## config.mk

```make
export PLATFORM = sky130hd
export DESIGN_NAME = pfx_ctrl
export DESIGN_NICKNAME = d
export VERILOG_FILES = /design/src/rtl/pfx_pkg.sv /design/src/rtl/pfx_ctrl.sv
export SDC_FILE = /design/constraint.sdc
export NUM_CORES = 1
export LEC_CHECK = 0
export BUFFER_PORTS_ARGS = -buffer_cell sky130_fd_sc_hd__buf_4
export CAP_MARGIN = 20
export CORE_AREA = 2 2 39 41
export CTS_BUF_LIST = sky130_fd_sc_hd__clkbuf_8
export DETAILED_ROUTE_END_ITERATION = 7
export DIE_AREA = 0 0 41 43
export MAX_ROUTING_LAYER = met4
export SETUP_SLACK_MARGIN = 0.1
export SLEW_MARGIN = 40
export SYNTH_ARGS = -nofsm -noshare
export SYNTH_HDL_FRONTEND = slang
export SYNTH_SLANG_ARGS = --single-unit
```

## constraint.sdc

```tcl
create_clock -name clk -period 1.6 [get_ports clk]
set_input_delay 0.16 -clock clk [delete_from_list [all_inputs] [get_ports clk]]
set_output_delay 0.16 -clock clk [all_outputs]
set_load 0.05 [all_outputs]
```

## src/rtl/pfx_pkg.sv

```systemverilog
// Shared constants, codes and controller/datapath interface types for the postfix evaluator.
package pfx_pkg;

  localparam int STACK_DEPTH = 32;
  localparam int NUM_VARS    = 26;
  localparam int VALUE_WIDTH = 32;

  localparam int STK_IW = $clog2(STACK_DEPTH);
  localparam int CNT_W  = $clog2(STACK_DEPTH + 1);
  localparam int VAR_IW = $clog2(NUM_VARS);
  localparam int ITER_W = $clog2(VALUE_WIDTH + 1);

  localparam int OP_W     = 3;
  localparam int LETTER_W = 5;
  localparam int IN_W     = 40;
  localparam int OUT_W    = 40;

  // token codes
  localparam logic [OP_W-1:0] OP_SET  = 3'd0;
  localparam logic [OP_W-1:0] OP_PUSH = 3'd1;
  localparam logic [OP_W-1:0] OP_ADD  = 3'd2;
  localparam logic [OP_W-1:0] OP_SUB  = 3'd3;
  localparam logic [OP_W-1:0] OP_MUL  = 3'd4;
  localparam logic [OP_W-1:0] OP_DIV  = 3'd5;
  localparam logic [OP_W-1:0] OP_POW  = 3'd6;

  // status codes
  localparam logic [1:0] ST_OK        = 2'd0;
  localparam logic [1:0] ST_UNDERFLOW = 2'd1;
  localparam logic [1:0] ST_OVERFLOW  = 2'd2;
  localparam logic [1:0] ST_DIVZERO   = 2'd3;

  typedef enum logic [2:0] {
    S_IDLE,
    S_DECODE,
    S_RD_A,
    S_EXEC,
    S_WAIT,
    S_PUSH,
    S_FINISH,
    S_EMIT
  } state_t;

  typedef struct packed {
    logic       load;       // capture the accepted token
    logic       var_wr;     // write value into variable table
    logic       push_var;   // push variable onto stack
    logic       note_err;   // record err_code if none recorded yet
    logic [1:0] err_code;
    logic       rd_second;  // read address is count-2 rather than count-1
    logic       latch_b;    // capture top of stack
    logic       exec;       // compute add/sub/mul, or start the iterative unit
    logic       take_unit;  // capture iterative unit result
    logic       pop_push;   // replace top two entries with result
    logic       emit;       // load the output register and clear the expression
  } cmd_t;

  typedef struct packed {
    logic [OP_W-1:0] op;
    logic            last;
    logic            cnt_full;
    logic            cnt_lt2;
    logic            unit_done;
    logic            unit_dz;
    logic            out_free;
  } stat_t;

endpackage

```

## src/rtl/pfx_ctrl.sv

```systemverilog
// Controller state machine sequencing one token through the datapath.
module pfx_ctrl
  import pfx_pkg::*;
(
  input  logic  clk,
  input  logic  rst_n,
  input  logic  in_tvalid,
  output logic  in_tready,
  input  stat_t stat,
  output cmd_t  cmd
);

  state_t state_r, state_nxt;

  always_ff @(posedge clk) begin
    if (!rst_n) state_r <= S_IDLE;
    else        state_r <= state_nxt;
  end

  always_comb begin
    state_nxt = state_r;
    cmd       = '0;
    in_tready = 1'b0;
    unique case (state_r)
      S_IDLE: begin
        in_tready = 1'b1;
        if (in_tvalid) begin
          cmd.load  = 1'b1;
          state_nxt = S_DECODE;
        end
      end
      S_DECODE: begin
        state_nxt = S_FINISH;
        unique case (stat.op) inside
          OP_SET: cmd.var_wr = 1'b1;
          OP_PUSH: begin
            if (stat.cnt_full) begin
              cmd.note_err = 1'b1;
              cmd.err_code = ST_OVERFLOW;
            end else begin
              cmd.push_var = 1'b1;
            end
          end
          OP_ADD, OP_SUB, OP_MUL, OP_DIV, OP_POW: begin
            if (stat.cnt_lt2) begin
              cmd.note_err = 1'b1;
              cmd.err_code = ST_UNDERFLOW;
            end else begin
              state_nxt = S_RD_A;
            end
          end
          default: ;
        endcase
      end
      S_RD_A: begin
        // top arrives, fetch the entry below
        cmd.latch_b   = 1'b1;
        cmd.rd_second = 1'b1;
        state_nxt     = S_EXEC;
      end
      S_EXEC: begin
        cmd.exec  = 1'b1;
        state_nxt = (stat.op == OP_DIV || stat.op == OP_POW) ? S_WAIT : S_PUSH;
      end
      S_WAIT: begin
        if (stat.unit_done) begin
          cmd.take_unit = 1'b1;
          cmd.note_err  = stat.unit_dz;
          cmd.err_code  = ST_DIVZERO;
          state_nxt     = S_PUSH;
        end
      end
      S_PUSH: begin
        cmd.rd_second = 1'b1;
        cmd.pop_push  = 1'b1;
        state_nxt     = S_FINISH;
      end
      S_FINISH: begin
        // top-of-stack read is issued here for the result
        state_nxt = stat.last ? S_EMIT : S_IDLE;
      end
      S_EMIT: begin
        if (stat.out_free) begin
          cmd.emit  = 1'b1;
          state_nxt = S_IDLE;
        end
      end
      default: state_nxt = S_IDLE;
    endcase
  end

endmodule

```

==> results of run 1 <==
## layout by cell type (no fill, tap or decap), types with 2 or more instances in the layout
| cell | count |
|---|---|
| clkbuf_8 | 3 |
| buf_4 | 24 |
| dfxtp_4 | 3 |
| nor2_1 | 5 |
| inv_2 | 2 |
| nand2_1 | 5 |
| inv_1 | 2 |
| buf_6 | 7 |
| a21boi_0 | 3 |
| a21oi_1 | 2 |
| nand2_2 | 2 |
## cell families after synthesis
kind of cell | count (synthesis)
and+or+nand+nor | 28
AOI/OAI and AO/OA | 12
xor gates and xnor gates | 1
buffers and inverters | 7
muxes | 1
DFF | 3
## timing repair
item	in CTS	in global routing
setup buffers	1	4
pin swaps	1	3
gates resized for setup	6	14
endpoints found under the setup margin	8	5
hold buffers	0	0
## synthesized netlist by cell type
cell type	number	area share, %
nor2b_2	1	2.4
nand4bb_1	1	3.0
nor2_1	7	7.1
o221ai_1	1	2.4
buf_4	2	4.1
or2_2	1	1.7
a21oi_1	2	2.7
nor3b_1	2	4.1
or2b_1	1	2.0
o21ai_0	1	1.4
nand4b_1	1	2.4
a21boi_0	3	6.1
inv_2	1	1.0
or2_4	1	2.4
a31oi_1	1	1.7
o32a_1	1	2.7
buf_6	1	3.0
o41ai_2	1	4.4
dfxtp_1	3	16
o311a_1	1	2.7
xor2_1	1	2.4
and3_1	1	1.7
nor3_1	1	1.4
and2_1	1	1.7
nand2b_1	1	1.7
nand2_1	7	7.1
o21a_1	1	2.0
nand3_1	1	1.4
nand4_1	1	1.7
mux2i_1	1	2.7
inv_1	3	3.0
## worst max-delay path, stage by stage (launching register included)
cell     delay [ps]
dfxtp_4         360
nor3b_4         220
nand2_1         110
nor3b_2         210
buf_6           180
## layout make-up
cell class,instances,area (um2),area share (%)
clock inverter,1,3.75,0.512
multi-input combinational,42,318,43.3
tap,16,20.0,2.73
timing repair buffer,31,259,35.3
sequential,3,71.3,9.73
clock buffer,3,41.3,5.63
inverter,4,20.0,2.73
## power groups by stage
stage | clock network [mW] | registers, mW | logic [mW]
4_1_cts | 0.214 | 0.144 | 0.646
3_5_place_dp | 0 | 0.135 | 0.631
6_report | 0.209 | 0.150 | 0.739
3_3_place_gp | 0 | 0.135 | 0.629
5_1_grt | 0.222 | 0.155 | 0.779
2_1_floorplan | 0 | 0.109 | 0.507
## path summary, 6_finish.rpt
path	startpoint	endpoint	depth (start not counted)
setup / recovery	state_r[2]	cmd[9]	4
hold / removal	rst_n	state_r[1]	2
setup reg to reg	state_r[1]	state_r[2]	3
hold reg to reg	state_r[0]	state_r[2]	3
## per-stage QoR
step	std cells	power, mW	cell area [um2]	hold WS, ps
after global placement	91	0.763	592	392
final	100	1.10	733	179
after floorplan	52	0.616	403	278
after global routing	100	1.16	733	177
after detailed placement	91	0.766	592	386
after CTS	96	1.00	657	170
## per-layer routing
metal	GRT usage [%]	up-vias	part of all wire, %
li1	-	250	-
met1	15.5	213	41
met2	20.6	23	49
met3	3.66	0	9.5
met4	4.00	0	0
met5	-	-	0
==> results.py, run 1 <==
metrics = {
    "layout": {
        "syn2layout_area_growth_pct": 98.0,
        "largest_reg_flops": 3,
        "diodes": 0,
        "nets": 97,
        "drive_gt1_share_pct": 63.1,
        "regMostFlops": "state_r",
        "utilization_pct": 53.0,
        "largestRegisters": "state_r x3",
        "n_fill_cell": 135,
    },
    "grt": {
        "grt_overflow": 0,
        "grt_pass1_vias": 417,
        "grt_antenna_before_repair": 0,
        "grt_pass1_wl_um": 1590,
        "track_usage_pct": 13.1,
        "grt_max_degree": 12,
    },
    "critical_path": {
        "cp-end-kind": "output port",
        "cp-start-kind": "flip-flop",
        "rrSetupSlack_ps": 360,
        "cp.required_ps": 1440,
        "crit_type": "reg -> out",
        "critical_path_arrival_ps": 1290,
        "path_max_fanout": 6,
    },
    "yosys": {
        "ys_seq_elements": 3,
        "syn_nets": 64,
        "synth_fa_ha_area_share_pct": 0,
        "synthSimpleGateAreaFrac_pct": 41.6,
        "synth.distinct_cells": 31,
        "synth_area_um2": 370,
        "syn_inst": 52,
        "avgSynthCellArea_um2": 7.12,
        "ys_seq_area_share_pct": 16.2,
        "synth-compound-area-share_pct": 26.0,
        "synth_top_family_by_area": "simple AND/OR/NAND/NOR gates",
        "synthXorXnorAreaFrac_pct": 2.36,
        "synthMuxAreaShare_pct": 2.70,
        "ys_warn_count": 0,
    },
    "power": {
        "power-per-cell-area_nw_per_um2": 1500,
        "seqPwrFrac_pct": 13.7,
        "clockPowerShare_pct": 19.0,
        "comb_power_share_pct": 67.3,
        "ir_worst_vdd_mv": 1.09,
        "internal_power_uw": 575,
        "netSwitchingFraction_pct": 47.6,
        "p_leak_nw": 0.351,
        "netSwitchingPower_uw": 522,
    },
    "job": {
        "drv_cap": 0,
    },
    "sta": {
        "fin_skew_ps": 3.18,
        "finalSetupViolCount": 0,
        "worst_slack_ps": 147,
        "tns_ps": 0,
        "final.min_clock_period_ps": 1450,
        "max_slew_margin_pct": 82.0,
        "drv_slew": 0,
        "period_share_pct": 90.8,
        "max_clock_freq_ghz": 0.688,
        "hold_viol": 0,
        "rsz0062_at_grt": "yes",
        "worst_pin_slew_ps": 268,
    },
    "cts": {
        "ctsRootBufferMaster": "clkbuf_8",
        "h-tree-depth": 1,
        "tritoncts": "built",
        "cts_made_buffers": 3,
        "cts.clk_slew.worst_paths_ps": 30,
        "clk_latency_ps": 210,
        "clockBufferDepth": 2,
        "clkSinkCount": 3,
    },
    "floorplanning": {
        "die-area_um2": 1760,
        "initial_core_util_pct": 26.8,
        "io_pins": 25,
        "die_h_um": 43,
        "rows": 14,
        "coreArea_um2": 1380,
        "die_x_um": 41,
    },
    "outcome": {
        "status": "complete, no violations",
    },
    "route": {
        "antenna_left": 0,
        "drt-pass1-iter-count": 4,
        "wire_per_inst_um": 11.7,
        "via_per_inst": 4.86,
        "drt-total-wl_um": 1170,
        "drc": 0,
        "vias": 486,
        "drt-initial-drc-count": 8,
    },
    "placement": {
        "dp_slack_ps": 148,
        "gp_congestion": 0.852,
        "port_buffers": 24,
        "place_hpwl_um": 840,
    },
    "hold_path": {
        "hold_class": "in -> reg",
    },
}
(Power assumes the default switching activity.)
==> run 2, diff against run 1 <==
RECOVER_POWER = 25   (was unset)
==> run 2 against run 1 <==
Net effect:
- register-to-register slack got worse by 60 ps
- final cell count did not move
- global-route usage unchanged
- sequential cell count is the same
- critical path depth grew 1
- worst setup slack hardly changed
- first-iteration DRC count stayed put
- clock-buffer cell count stayed put
- largest power group unchanged
- highest routed layer unchanged
- sequential share of layout area grew 0.13 points
- via count shrank 0.82%
==> results.py, run 2 (synthesis gave the netlist of run 1 again) <==
metrics = {
    "critical_path": {
        "timing.critical_path.mode_cell": "buf_6",
        "cp-end-kind": "output port",
        "rrSetupSlack_ps": 300,
        "path_buf_inv": 2,
        "slowest_delay_ps": 350,
        "rr_endpoint": "state_r[2]",
        "cp_slowest_cell": "dfxtp_4",
        "cp-start-kind": "flip-flop",
        "path_max_fanout": 5,
        "critical_path_arrival_ps": 1290,
        "cp.required_ps": 1440,
        "crit_family": "simple AND/OR/NAND/NOR gates",
        "worstPathCellList": "buf_6, or2b_1, nor2_2, or2_2, buf_6",
        "crit_type": "reg -> out",
        "worstRegToRegCells": 3,
        "timing.rr.start": "state_r[1]",
    },
    "floorplanning": {
        "coreArea_um2": 1380,
        "die_x_um": 41,
        "initial_core_util_pct": 26.8,
        "die-area_um2": 1760,
        "die_h_um": 43,
        "io_pins": 25,
        "rows": 14,
    },
    "layout": {
        "syn2layout_area_growth_pct": 95.3,
        "drive_gt1_share_pct": 61.9,
        "layout_commonest_cell": "buf_4",
        "fin_cells": 100,
        "utilization_pct": 52.3,
        "largest_reg_flops": 3,
        "diodes": 0,
        "largestRegisters": "state_r x3",
        "regMostFlops": "state_r",
        "final_cell_mix": "buf_4, buf_6, nand2_1, nor2_1",
        "nets": 97,
    },
    "route": {
        "drt-total-wl_um": 1170,
        "drt-initial-drc-count": 8,
        "antenna_left": 0,
        "via_per_inst": 4.82,
        "drt-pass1-iter-count": 4,
        "wire_per_inst_um": 11.7,
        "vias": 482,
        "drc": 0,
    },
    "job": {
        "drv_cap": 0,
    },
    "sta": {
        "max_slew_margin_pct": 77.6,
        "worst_pin_slew_ps": 332,
        "worst_slack_ps": 147,
        "period_share_pct": 90.8,
        "finalSetupViolCount": 0,
        "fin_skew_ps": 3.16,
        "drv_slew": 0,
        "hold_viol": 0,
        "hold_ws_ps": 179,
        "rsz0062_at_grt": "yes",
        "max_clock_freq_ghz": 0.688,
        "final.min_clock_period_ps": 1450,
    },
    "placement": {
        "gp_congestion": 0.852,
        "dp_slack_ps": 148,
        "dp.cells": 91,
        "place_hpwl_um": 840,
        "port_buffers": 24,
    },
    "outcome": {
        "status": "complete, no violations",
    },
    "power": {
        "p_leak_nw": 0.347,
        "seqPwrFrac_pct": 13.9,
        "ir_worst_vdd_mv": 1.08,
        "clockPowerShare_pct": 19.3,
        "power-per-cell-area_nw_per_um2": 1490,
        "power.total_mw": 1.08,
        "netSwitchingPower_uw": 518,
        "comb_power_share_pct": 66.8,
        "netSwitchingFraction_pct": 47.9,
        "internal_power_uw": 563,
    },
    "cts": {
        "h-tree-depth": 1,
        "tritoncts": "built",
        "cts_made_buffers": 3,
        "clockBufferDepth": 2,
        "ctsRootBufferMaster": "clkbuf_8",
        "clkSinkCount": 3,
        "cts.clk_slew.worst_paths_ps": 30,
        "clk_latency_ps": 210,
        "cts_hold_buf": 0,
    },
    "hold_path": {
        "hold_path_depth": 2,
        "hold_class": "in -> reg",
        "min_from": "rst_n",
        "hold_path_end": "state_r[1]",
    },
    "grt": {
        "grt_max_degree": 12,
        "grt_pass1_wl_um": 1590,
        "track_usage_pct": 13.1,
        "grt_pass1_vias": 417,
        "grt_overflow": 0,
        "grt_antenna_before_repair": 0,
    },
}
[run 2: cell count changes in the layout (fill, tap and decap cells not counted), sizes merged]
cell / before / now
buf: 31 / 30
clkbuf: 3 / 4
[run 2: power groups by stage]
stage,combinational (mW),sequential [mW],clock [mW]
final,0.722,0.150,0.209
after global routing,0.763,0.155,0.222
after CTS,0.646,0.144,0.214
after detailed placement,0.631,0.135,0
after global placement,0.629,0.135,0
after floorplan,0.507,0.109,0
[run 2: stage by stage]
stage | instance area [um2] | setup TNS, ps
floorplan | 403 | -191
global placement | 592 | 0
detailed placement | 592 | 0
CTS | 657 | 0
global route | 723 | 0
finish | 723 | 0
[run 2: routing by layer]
layer | vias to the layer above | global-route usage [%] | routed length [um] | part of all wire (%)
met5 | - | - | 0 | 0
met4 | 0 | 4.00 | 0 | 0
met3 | 0 | 3.66 | 102 | 8.7
met2 | 20 | 20.6 | 573 | 49
met1 | 212 | 15.5 | 491 | 42
li1 | 250 | - | - | -
[run 2: timing repair]
action	4_1_cts	5_1_grt
gates resized for setup	6	14
endpoints found under the setup margin	8	5
setup buffers	1	4
pin swaps	1	3
[run 2: final cells by class]
class	instances	area, um2
flip-flops and latches	3	71.3
fillers	137	661
multi-input cells	42	310
clock buffers	3	41.3
well taps	16	20.0
inverters	4	20.0
repair buffers	31	256
clock inverters	1	3.75
[run 2: how the worst max path moves through the flow]
stage          startpoint  endpoint  slack (ps)  depth (start not counted)
2_1_floorplan  state_r[0]    cmd[9]         -70                          4
3_3_place_gp   state_r[1]    cmd[9]         190                          4
3_5_place_dp   state_r[1]    cmd[9]         150                          4
4_1_cts        state_r[1]    cmd[9]         100                          4
5_1_grt        state_r[2]    cmd[9]          60                          4
6_report       state_r[0]    cmd[5]         150                          5
[run 2: worst reg2reg max path, stage by stage (launching register included)]
cell,delay [ps]
dfxtp_4,360
or2_4,280
o41ai_1,390
a31oi_1,140
==> run 3, diff against run 2 <==
--- a/config.mk
+++ b/config.mk
@@ -15,5 +15,5 @@
 export RECOVER_POWER = 25
 export SETUP_SLACK_MARGIN = 0.1
-export SLEW_MARGIN = 40
+export SLEW_MARGIN = 0
 export SYNTH_ARGS = -nofsm -noshare
 export SYNTH_HDL_FRONTEND = slang
==> constraint.sdc (replaced) <==
create_clock -name clk -period 1.6 [get_ports clk]
set_input_delay 0.48 -clock clk [delete_from_list [all_inputs] [get_ports clk]]
set_output_delay 0.48 -clock clk [all_outputs]
set_load 0.05 [all_outputs]
==> run 3 against run 2 <==
Net effect:
- the run now ends with negative setup slack left
- sequential power is 9% lower
- wire length is 10% higher
- sequential share of layout area is 3.0 points lower
- critical path depth stayed put
- combinational power is 36% higher
- die area stayed put
- worst setup slack worse by 400 ps
- sequential cell count stayed put
- total power is 23% higher
- cell area is 34% higher
- critical endpoint is now cmd[8]
==> results.py, run 3 (synthesis gave the netlist of run 1 again) <==
metrics = {
    "outcome": {
        "status": "finished with violations",
        "failed_checks": "negative setup slack",
    },
    "floorplanning": {
        "io_pins": 25,
        "coreArea_um2": 1380,
        "initial_core_util_pct": 26.8,
        "die_h_um": 43,
        "rows": 14,
        "die_x_um": 41,
        "die-area_um2": 1760,
    },
    "sta": {
        "final.min_clock_period_ps": 1850,
        "hold_viol": 0,
        "worst_pin_slew_ps": 259,
        "rsz0062_at_grt": "yes",
        "worst_slack_ps": -250,
        "max_clock_freq_ghz": 0.540,
        "finalSetupViolCount": 11,
        "drv_slew": 0,
        "fin_skew_ps": 0.405,
        "tns_ps": -1730,
        "max_slew_margin_pct": 82.5,
        "period_share_pct": 116,
    },
    "cts": {
        "h-tree-depth": 1,
        "clk_latency_ps": 210,
        "cts_hold_buf": 0,
        "ctsRootBufferMaster": "clkbuf_8",
        "clockBufferDepth": 2,
        "cts.clk_slew.worst_paths_ps": 30,
        "clkSinkCount": 3,
        "cts_made_buffers": 3,
        "tritoncts": "built",
    },
    "grt": {
        "grt_pass1_vias": 479,
        "grt_pass1_wl_um": 1840,
        "track_usage_pct": 15.9,
        "grt_overflow": 0,
        "grt_antenna_before_repair": 0,
        "grt_max_degree": 10,
    },
    "power": {
        "internal_power_uw": 740,
        "clockPowerShare_pct": 15.9,
        "netSwitchingPower_uw": 591,
        "netSwitchingFraction_pct": 44.4,
        "power-per-cell-area_nw_per_um2": 1370,
        "comb_power_share_pct": 73.8,
        "p_leak_nw": 0.455,
        "seqPwrFrac_pct": 10.3,
        "ir_worst_vdd_mv": 1.16,
    },
    "route": {
        "drt-initial-drc-count": 15,
        "drt-pass1-iter-count": 5,
        "vias": 539,
        "via_per_inst": 4.77,
        "wire_per_inst_um": 11.4,
        "antenna_left": 0,
        "drc": 0,
        "drt-total-wl_um": 1290,
    },
    "critical_path": {
        "cp-start-kind": "flip-flop",
        "path_max_fanout": 5,
        "cp.required_ps": 1120,
        "critical_path_arrival_ps": 1370,
        "crit_type": "reg -> out",
        "cp-end-kind": "output port",
        "worstRegToRegCells": 5,
    },
    "layout": {
        "largest_reg_flops": 3,
        "diodes": 0,
        "final_cell_mix": "buf_4, buf_6, buf_8",
        "regMostFlops": "state_r",
        "final_cell_area_um2": 970,
        "drive_gt1_share_pct": 75.3,
        "largestRegisters": "state_r x3",
        "syn2layout_area_growth_pct": 162,
        "layout_commonest_cell": "buf_4",
        "nets": 110,
        "n_fill_cell": 97,
    },
    "placement": {
        "port_buffers": 24,
        "placed_area_um2": 743,
        "place_hpwl_um": 979,
        "gp_congestion": 0.810,
    },
    "hold_path": {
        "hold_path_depth": 2,
        "hold_class": "in -> reg",
    },
    "job": {
        "drv_cap": 0,
    },
}
[run 3: cell count changes in the layout (fill, tap and decap cells not counted), moves of 3 or more]
| cell | previous run | this run |
|---|---|---|
| buf_4 | 23 | 27 |
| buf_8 | 0 | 8 |
| nor2_1 | 5 | 1 |
| nor2_4 | 1 | 4 |
[run 3: worst max-delay path, cell delays in order, from the launching register on]
cell and delay [ps]:
dfxtp_4 350, nor3b_4 250, buf_4 160, nand4bb_4 140, nand3_4 110, buf_8 140
[run 3: worst paths after layout]
kind | slack (ps) | to | start
max | -250 | cmd[8] | state_r[1]
min | 490 | state_r[1] | rst_n
max reg2reg | 160 | state_r[2] | state_r[1]
min reg2reg | 750 | state_r[0] | state_r[2]
[run 3: final cells by class]
class                      count  area (um2)  area share [%]
timing repair buffer          44         424            43.7
inverter                       4        20.0            2.06
clock buffer                   3        41.3            4.26
multi-input combinational     42         394            40.6
sequential                     3        66.3            6.84
clock inverter                 1        3.75           0.387
tap                           16        20.0            2.06
[run 3: power groups by stage]
stage | Combinational (mW) | Sequential (mW) | Clock (mW)
floorplan | 0.554 | 0.114 | 0
global placement | 0.758 | 0.125 | 0
detailed placement | 0.766 | 0.124 | 0
CTS | 0.889 | 0.134 | 0.222
global route | 1.04 | 0.139 | 0.222
finish | 0.982 | 0.137 | 0.212
[run 3: what timing repair did]
action / CTS / global route
pin swaps: 7 / 7
cloned: 0 / 0
buffers inserted: 2 / 3
setup endpoints to repair: 13 / 13
hold endpoints to repair: 0 / 0
gates resized for setup: 27 / 11
[run 3: stage by stage]
step	hold slack [ps]	util, %	cells	worst slack (ps)	power [mW]
floorplan	598	-	52	-203	0.668
global placement	716	53.7	104	-304	0.883
detailed placement	712	53.7	104	-311	0.890
CTS	489	65.3	110	-230	1.25
global route	497	70.1	113	-322	1.40
finish	492	70.1	113	-250	1.33
[run 3: routing by layer]
metal / track usage (%) / wire length (um)
met4: 10.0 / 0
met5: - / 0
met2: 23.1 / 706
met1: 19.2 / 538
met3: 3.14 / 45
